File: src/hw/rtl/iss_pkg.sv
package iss_pkg;

  localparam int CAPACITY_DEF   = 16;
  localparam int DATA_WIDTH_DEF = 8;

  localparam int OP_W    = 2;
  localparam int POS_W   = 5;
  localparam int VALUE_W = 8;
  localparam int COUNT_W = 5;

  // Wide enough to hold any position or count up to the largest capacity.
  localparam int CELL_POS_W = 11;

  typedef enum logic [OP_W-1:0] {
    OP_APPEND = 2'd0,
    OP_INSERT = 2'd1,
    OP_READ   = 2'd2,
    OP_REMOVE = 2'd3
  } op_t;

  typedef struct packed {
    logic                  ins;
    logic                  rem;
    logic [CELL_POS_W-1:0] pos;
  } cell_cmd_t;

endpackage

File: src/hw/rtl/iss_if.sv
interface iss_req_if;
  logic                        valid;
  logic                        ready;
  logic [iss_pkg::OP_W-1:0]    op;
  logic [iss_pkg::POS_W-1:0]   position;
  logic [iss_pkg::VALUE_W-1:0] value;

  modport source (output valid, op, position, value, input ready);
  modport sink   (input valid, op, position, value, output ready);
  modport mon    (input valid, ready, op, position, value);
endinterface

interface iss_rsp_if;
  logic                        valid;
  logic                        ready;
  logic [iss_pkg::VALUE_W-1:0] read_value;
  logic                        succeeded;
  logic                        is_empty;
  logic [iss_pkg::COUNT_W-1:0] entry_count;

  modport source (output valid, read_value, succeeded, is_empty, entry_count, input ready);
  modport sink   (input valid, read_value, succeeded, is_empty, entry_count, output ready);
  modport mon    (input valid, ready, read_value, succeeded, is_empty, entry_count);
endinterface

File: src/hw/rtl/indexed_sequence_store_top.sv
// A request is answered from an output register in the cycle after it is accepted.
// Throughput: one request per cycle unless the response is stalled; all cells that shift do so together.
// A new request is taken whenever the output register is empty or is being drained.
// Reset (rst, synchronous) clears the count and the output valid; the cells are not cleared.
module indexed_sequence_store_top #(
  parameter int CAPACITY   = iss_pkg::CAPACITY_DEF,
  parameter int DATA_WIDTH = iss_pkg::DATA_WIDTH_DEF
) (
  input logic clk,
  input logic rst,
  iss_req_if.sink   req,
  iss_rsp_if.source rsp
);

  localparam int CNT_W = $clog2(CAPACITY + 1);
  localparam int CW    = (CNT_W > iss_pkg::POS_W) ? CNT_W : iss_pkg::POS_W;
  localparam int IW    = (CAPACITY > 1) ? $clog2(CAPACITY) : 1;
  localparam int XW    = (DATA_WIDTH > iss_pkg::VALUE_W) ? DATA_WIDTH : iss_pkg::VALUE_W;
  localparam logic [CW-1:0] CAP_V = CW'(CAPACITY);
  localparam logic [XW-1:0] ONES_X = XW'({DATA_WIDTH{1'b1}});

  logic [CNT_W-1:0]       cnt;
  logic [CNT_W-1:0]       cnt_next;
  logic [CW-1:0]          cnt_x;
  logic [CW-1:0]          pos_x;
  logic [XW-1:0]          val_x;
  logic [XW-1:0]          rd_x;
  logic [DATA_WIDTH-1:0]  cell_data [CAPACITY];
  logic                   accept;
  logic                   full;
  logic                   ok;
  logic                   ins_ok;
  logic                   rem_ok;
  iss_pkg::cell_cmd_t     cmd;
  iss_pkg::op_t           op;

  assign accept  = req.valid && req.ready;
  assign req.ready = !rsp.valid || rsp.ready;
  assign op      = iss_pkg::op_t'(req.op);
  assign cnt_x   = CW'(cnt);
  assign pos_x   = CW'(req.position);
  assign val_x   = XW'(req.value);
  assign full    = (cnt_x == CAP_V);

  always_comb begin
    ins_ok = 1'b0;
    rem_ok = 1'b0;
    ok     = 1'b0;
    unique case (op)
      iss_pkg::OP_APPEND: ins_ok = !full;
      iss_pkg::OP_INSERT: ins_ok = !full && (pos_x <= cnt_x);
      iss_pkg::OP_READ:   ok     = (pos_x < cnt_x);
      iss_pkg::OP_REMOVE: rem_ok = (pos_x < cnt_x);
      default:            ok     = 1'b0;
    endcase
    ok = ok || ins_ok || rem_ok;
  end

  always_comb begin
    cmd.ins = accept && ins_ok;
    cmd.rem = accept && rem_ok;
    cmd.pos = (op == iss_pkg::OP_APPEND) ? iss_pkg::CELL_POS_W'(cnt_x)
                                         : iss_pkg::CELL_POS_W'(pos_x);
    cnt_next = cnt;
    if (cmd.ins) begin
      cnt_next = cnt + CNT_W'(1);
    end else if (cmd.rem) begin
      cnt_next = cnt - CNT_W'(1);
    end
  end

  always_comb begin
    rd_x = ONES_X;
    if (op == iss_pkg::OP_READ && ok) begin
      rd_x = XW'(cell_data[pos_x[IW-1:0]]);
    end
  end

  for (genvar i = 0; i < CAPACITY; i++) begin : g_cell
    logic [DATA_WIDTH-1:0] left_d;
    logic [DATA_WIDTH-1:0] right_d;
    if (i == 0) begin : g_first
      assign left_d = val_x[DATA_WIDTH-1:0];
    end else begin : g_mid_l
      assign left_d = cell_data[i-1];
    end
    if (i == CAPACITY - 1) begin : g_last
      assign right_d = cell_data[i];
    end else begin : g_mid_r
      assign right_d = cell_data[i+1];
    end
    iss_cell #(
      .IDX        (i),
      .DATA_WIDTH (DATA_WIDTH)
    ) u_cell (
      .clk        (clk),
      .cmd        (cmd),
      .new_data   (val_x[DATA_WIDTH-1:0]),
      .left_data  (left_d),
      .right_data (right_d),
      .data       (cell_data[i])
    );
  end

  always_ff @(posedge clk) begin
    if (rst) begin
      cnt       <= '0;
      rsp.valid <= 1'b0;
    end else begin
      cnt <= cnt_next;
      if (accept) begin
        rsp.valid <= 1'b1;
      end else if (rsp.ready) begin
        rsp.valid <= 1'b0;
      end
    end
    if (accept) begin
      rsp.read_value  <= rd_x[iss_pkg::VALUE_W-1:0];
      rsp.succeeded   <= ok;
      rsp.is_empty    <= (cnt_next == '0);
      rsp.entry_count <= iss_pkg::COUNT_W'(cnt_next);
    end
  end

endmodule

File: src/hw/rtl/iss_cell.sv
module iss_cell #(
  parameter int IDX        = 0,
  parameter int DATA_WIDTH = iss_pkg::DATA_WIDTH_DEF
) (
  input  logic                  clk,
  input  iss_pkg::cell_cmd_t    cmd,
  input  logic [DATA_WIDTH-1:0] new_data,
  input  logic [DATA_WIDTH-1:0] left_data,
  input  logic [DATA_WIDTH-1:0] right_data,
  output logic [DATA_WIDTH-1:0] data
);

  localparam logic [iss_pkg::CELL_POS_W-1:0] IDX_V = iss_pkg::CELL_POS_W'(IDX);

  logic [DATA_WIDTH-1:0] data_next;

  always_comb begin
    data_next = data;
    if (cmd.ins) begin
      if (IDX_V > cmd.pos) begin
        data_next = left_data;
      end else if (IDX_V == cmd.pos) begin
        data_next = new_data;
      end
    end else if (cmd.rem) begin
      if (IDX_V >= cmd.pos) begin
        data_next = right_data;
      end
    end
  end

  always_ff @(posedge clk) begin
    data <= data_next;
  end

endmodule

File: src/flat_wrapper.sv
// flat-port wrapper written by rule: the top's interface ports become plain ports
module indexed_sequence_store_top_flat 
#(
  parameter int CAPACITY   = iss_pkg::CAPACITY_DEF,
  parameter int DATA_WIDTH = iss_pkg::DATA_WIDTH_DEF
)
  (clk, rst, req_valid, req_op, req_position, req_value, req_ready, rsp_valid, rsp_read_value, rsp_succeeded, rsp_is_empty, rsp_entry_count, rsp_ready);
  iss_req_if req_i ();
  iss_rsp_if rsp_i ();
  input logic clk;
  input logic rst;
  input wire logic [$bits(req_i.valid)-1:0] req_valid;
  input wire logic [$bits(req_i.op)-1:0] req_op;
  input wire logic [$bits(req_i.position)-1:0] req_position;
  input wire logic [$bits(req_i.value)-1:0] req_value;
  output wire logic [$bits(req_i.ready)-1:0] req_ready;
  output wire logic [$bits(rsp_i.valid)-1:0] rsp_valid;
  output wire logic [$bits(rsp_i.read_value)-1:0] rsp_read_value;
  output wire logic [$bits(rsp_i.succeeded)-1:0] rsp_succeeded;
  output wire logic [$bits(rsp_i.is_empty)-1:0] rsp_is_empty;
  output wire logic [$bits(rsp_i.entry_count)-1:0] rsp_entry_count;
  input wire logic [$bits(rsp_i.ready)-1:0] rsp_ready;
  assign req_i.valid = req_valid;
  assign req_i.op = req_op;
  assign req_i.position = req_position;
  assign req_i.value = req_value;
  assign req_ready = req_i.ready;
  assign rsp_valid = rsp_i.valid;
  assign rsp_read_value = rsp_i.read_value;
  assign rsp_succeeded = rsp_i.succeeded;
  assign rsp_is_empty = rsp_i.is_empty;
  assign rsp_entry_count = rsp_i.entry_count;
  assign rsp_i.ready = rsp_ready;
  indexed_sequence_store_top #(.CAPACITY(CAPACITY), .DATA_WIDTH(DATA_WIDTH)) u_core (.clk(clk), .rst(rst), .req(req_i), .rsp(rsp_i));
endmodule
File: config.mk
export PLATFORM = sky130hd
export DESIGN_NAME = indexed_sequence_store_top_flat
export DESIGN_NICKNAME = d
export VERILOG_FILES = /design/src/hw/rtl/iss_pkg.sv /design/src/hw/rtl/iss_if.sv /design/src/hw/rtl/indexed_sequence_store_top.sv /design/src/hw/rtl/iss_cell.sv /design/src/flat_wrapper.sv
export SDC_FILE = /design/constraint.sdc
export NUM_CORES = 1
export LEC_CHECK = 0
export BUFFER_PORTS_ARGS = -buffer_cell sky130_fd_sc_hd__buf_2
export CORE_ASPECT_RATIO = 0.5
export CORE_UTILIZATION = 63
export DETAILED_ROUTE_END_ITERATION = 8
export GPL_TIMING_DRIVEN = 0
export PLACE_DENSITY = 0.81
export SLEW_MARGIN = 25
export SYNTH_ARGS = -nofsm -noshare
export SYNTH_HDL_FRONTEND = slang
export SYNTH_SLANG_ARGS = --single-unit
File: constraint.sdc
create_clock -name clk -period 4.5 [get_ports clk]
set_clock_uncertainty 0.1 [all_clocks]
set_input_delay 0.45 -clock clk [delete_from_list [all_inputs] [get_ports clk]]
set_output_delay 0.45 -clock clk [all_outputs]
set_load 0.01 [all_outputs]
==> summary.txt <==
Outcome
  – Result of the run: finished clean

Final layout
  – Non-filler instance count after layout: between 900 and 1k
  – Share of layout cells above drive strength 1: 0.217
  – Area taken by flip-flops and latches: approximately 0.0044 mm^2
  – Final net count: 818
  – Final core utilization: 0.721
  – Signed area change from the synthesized netlist to the final layout: 11.1%
  – Area taken by multi-input logic gates: 0.00413 mm^2
  – Number of filler cells placed in the layout: between 900 and 1k

Critical path
  – Kind of cell adding the most delay to the critical path: simple AND/OR/NAND/NOR gates
  – Slack of the worst reg-to-reg path: just under 0.7 ns
  – Crit path kind: in -> reg
  – Required time at the worst-slack endpoint: 4.47 ns
  – Terminus of the critical flop-to-flop path: u_core.g_cell[1].u_cell.data[7]$_DFFE_PP_
  – Startpoint of the most critical register-to-register path: u_core.cnt[4]$_SDFF_PP0_
  – Largest stage delay, worst path: about 0.83 ns
  – Cell-by-cell listing of the critical path: buf_2, buf_4, buf_2, inv_1, ha_1, nand3_1, o21ai_0, a21o_1, a21oi_1, nor3b_2, and2_1
  – Type of element launching the critical path: input port
  – Cell depth of the worst flop-to-flop path: 8
  – Kind of end point of the critical path: flop
  – Most frequent cell on the critical path: buf_2
  – Worst Path Max Fanout: 10
  – Worst path buffer plus inverter count: 4
  – Arrival time worst endpoint: slightly above 4 ns
  – Slowest cell on the critical path: nor3b_2

Yosys
  – Number of distinct library cells after synthesis: 51
  – Proportion of synthesized flip-flops having asynchronous set or reset: 0
  – Post-synth EDFFs: roughly 140
  – Number of nets in the synthesized netlist: 767
  – Proportion of netlist area held by the largest area contributor: 0.486
  – Yosys synthesis warning count: 0
  – Ranking of synthesized cells by area: edfxtp_1, mux2i_1, mux4_2
  – Register area share after synthesis: 0.499
  – Number of standard cells after synthesis: 740
  – Netlist area before placement: a little under 0.009 mm^2
  – Number of storage elements in the synthesis netlist: 149
  – List of most frequent post-synthesis cells: edfxtp_1, nand2_1, mux2i_1, o21ai_0, mux4_2
  – Average size of a mapped cell: about 12 um^2
  – Post-synth top flop: edfxtp_1
  – Most frequent cell after synthesis: edfxtp_1
  – Yosys top cell by area: edfxtp_1

Min path
  – Source of the worst hold timing path: rst
  – Endpoint of the worst hold path: u_core.rsp.valid$_SDFFE_PP0P_
  – Number of cells on the worst hold path: 2
  – Worst min-delay path category: in -> reg

Drt
  – Total via count in the routed design: just under 7k
  – Amount of wire on met3 after detailed routing: roughly 3900 um
  – Iter 0 DRT Violations: between 900 and 1k
  – Residual DRC: 0
  – Overall routed net length: between 20000 and 30000 um
  – Drt wl/cell: roughly 27 um
  – Uppermost layer routed: met4
  – Detail-routed via count per cell: between 6 and 7
  – Met2 Routed Length: about 11000 um
  – Detailed Routing Iterations Pass 1: 6
  – Total routed wire length on the met1 layer: roughly 10000 um
  – Number of nets still failing antenna checks after routing: 0

Placed design
  – Count of input and output buffers: 32
  – Detailed-placement wirelength estimate: approximately 19000 um
  – Post-Place Cells: between 900 and 1k
  – GPL Wtd Cong: about 1.0

Floorplanning
  – Vert. Die Dim: between 80 and 90 um
  – Initial Utilization: 0.649
  – Horiz. Die Dim: roughly 170 um
  – Standard-cell row count: 30
  – Die Footprint: 0.0145 mm^2
  – Top Ports: 36
  – Area inside the core boundary: around 0.014 mm^2

STA
  – Count of final max-slew check failures: 0
  – Post-route worst hold slack: about 0.17 ns
  – Setup repair after global routing missed its margin: no
  – Final Hold Viols: 0
  – Slew HR: 0.353
  – Tcrit/Tclk final: 0.930
  – Transition at the pin with the smallest max-transition slack: a little under 1 ns
  – Tmin final: 4.18 ns
  – Post-Route Setup TNS: 0 ns
  – Final setup fails: 0
  – Achievable clock frequency: between 200 and 250 MHz

Clock tree
  – Clock-pin transition on the worst setup and hold timing paths: 0.06 ns
  – Root buf cell: clkbuf_16
  – Num CTS Buffers: 17
  – Clock sinks: 149
  – Maximum clock insertion buffer count: 2
  – CTS H-tree lvls: 4
  – Worst skew pair latency: around 0.43 ns
  – Post-CTS setup buffer count: 0
  – Hold bufs inserted after CTS: 0
  – Number of gates resized after CTS: 0
  – Clock tree from TritonCTS: done

Job
  – MaxCap Viol Count: 0

Power
  – Share of total power in combinational logic: 0.181
  – Cell Pwr Density: around 370 mW/mm^2
  – Clock share of power: 0.370
  – Total chip power: 3.68 mW
  – Sw Ratio: 0.299
  – Relative contribution of sequential cells to total power: 0.449
  – Pint: 2.58 mW
  – Switch Pwr: between 1 and 1.5 mW
  – Static Leakage: between 3 and 4 nW
  – Max rail drop VDD: between 0.2 and 0.3 mV

GRT
  – Largest net degree at the start of global routing: 17
  – Number of antenna violations at the first check in global routing: 3
  – Via count of the first global-routing pass: between 6k and 7k
  – First-pass GRT wire length: 39900 um
  – Global routing usage summed across all routing layers: 0.387
  – Total overflow reported by the global router: 0
[per-stage QoR]
| stage | instance area (um^2) | setup WS (ns) |
|---|---|---|
| floorplan | 8840 | 0.864 |
| global placement | 9240 | -0.468 |
| detailed placement | 9270 | -0.0157 |
| CTS | 9810 | 0.412 |
| global route | 9810 | 0.144 |
| finish | 9820 | 0.316 |
[metal layers]
| layer | global-route usage | up-vias |
|---|---|---|
| met3 | 0.139 | 70 |
| met5 | 0 | - |
| met1 | 0.535 | 3396 |
| met2 | 0.560 | 548 |
| met4 | 0.159 | 0 |
| li1 | - | 2894 |
[placed cells by master, fill, tap and decap left out, types with 3 or more instances in the layout]
master      instances
clkbuf_16          17
edfxtp_1          143
and2_1              3
nand2b_1           12
diode_2             4
nand2_1           120
nor3_2              5
ha_1                8
nor2b_1             6
o21ai_0            93
nand2_2             4
buf_2              59
mux2_2             17
inv_1              11
clkbuf_1           24
mux4_2             40
dfxtp_1             6
nor2_4              3
buf_6               4
clkinvlp_4          5
inv_6               5
nand3_1             5
inv_8               3
a21oi_1             8
nor3_1              4
nor2_1             17
mux2i_1           118
o21ai_1            24
[kinds of logic after synthesis]
family / share of synthesized area
AND/OR/NAND/NOR: 0.102
multiplexers: 0.257
flip-flops: 0.499
AO/OA/AOI/OAI: 0.0911
buffers and inverters: 0.0374
adder cells (fa/ha/maj): 0.0113
XOR/XNOR: 0.00198
[registers in the layout (all words and copies together), names as in the netlist]
name and count:
u_core.rsp.succeeded 1, u_core.rsp.is_empty 1, u_core.rsp.entry_count 5, u_core.rsp.read_value 8, u_core.g_cell.u_cell.data 128, u_core.cnt 5, u_core.rsp.valid 1
[power groups by stage]
stage	combinational (mW)	clock, mW	sequential (mW)
final	0.666	1.36	1.65
after global routing	0.708	1.41	1.66
after CTS	0.645	1.35	1.65
after detailed placement	0.642	0	1.68
after global placement	0.622	0	1.68
after floorplan	0.447	0	1.67
[area by class of cell]
| cell class | count | area share |
|---|---|---|
| timing repair buffer | 32 | 0.0163 |
| clock inverter | 14 | 0.0121 |
| multi-input combinational | 522 | 0.420 |
| tap | 192 | 0.0245 |
| antenna | 4 | 0.00102 |
| sequential | 149 | 0.449 |
| inverter | 11 | 0.00420 |
| clock buffer | 17 | 0.0433 |
| buffer | 58 | 0.0294 |
[worst register-to-register path: stages, from the launching register on]
cell	delay (ns)
dfxtp_1	0.46
inv_1	0.11
ha_1	0.36
nand2_1	0.10
o21ai_0	0.32
a21o_1	0.25
a21oi_1	0.32
nor3b_2	0.83
and2_1	0.58
[worst max path at each step]
stage / startpoint / cells past startpoint / to / slack, ns
final: req_position[0] / 11 / u_core.g_cell[1].u_cell.data[7]$_DFFE_PP_ / 0.32
after global routing: req_position[0] / 11 / u_core.g_cell[8].u_cell.data[7]$_DFFE_PP_ / 0.14
after CTS: req_position[0] / 11 / u_core.g_cell[1].u_cell.data[7]$_DFFE_PP_ / 0.41
after detailed placement: req_position[0] / 11 / u_core.g_cell[8].u_cell.data[6]$_DFFE_PP_ / -0.02
after global placement: req_position[0] / 11 / u_core.g_cell[1].u_cell.data[7]$_DFFE_PP_ / -0.47
after floorplan: req_position[0] / 11 / u_core.g_cell[1].u_cell.data[0]$_DFFE_PP_ / 0.86
No activity file was read; power rests on OpenSTA's default activity.
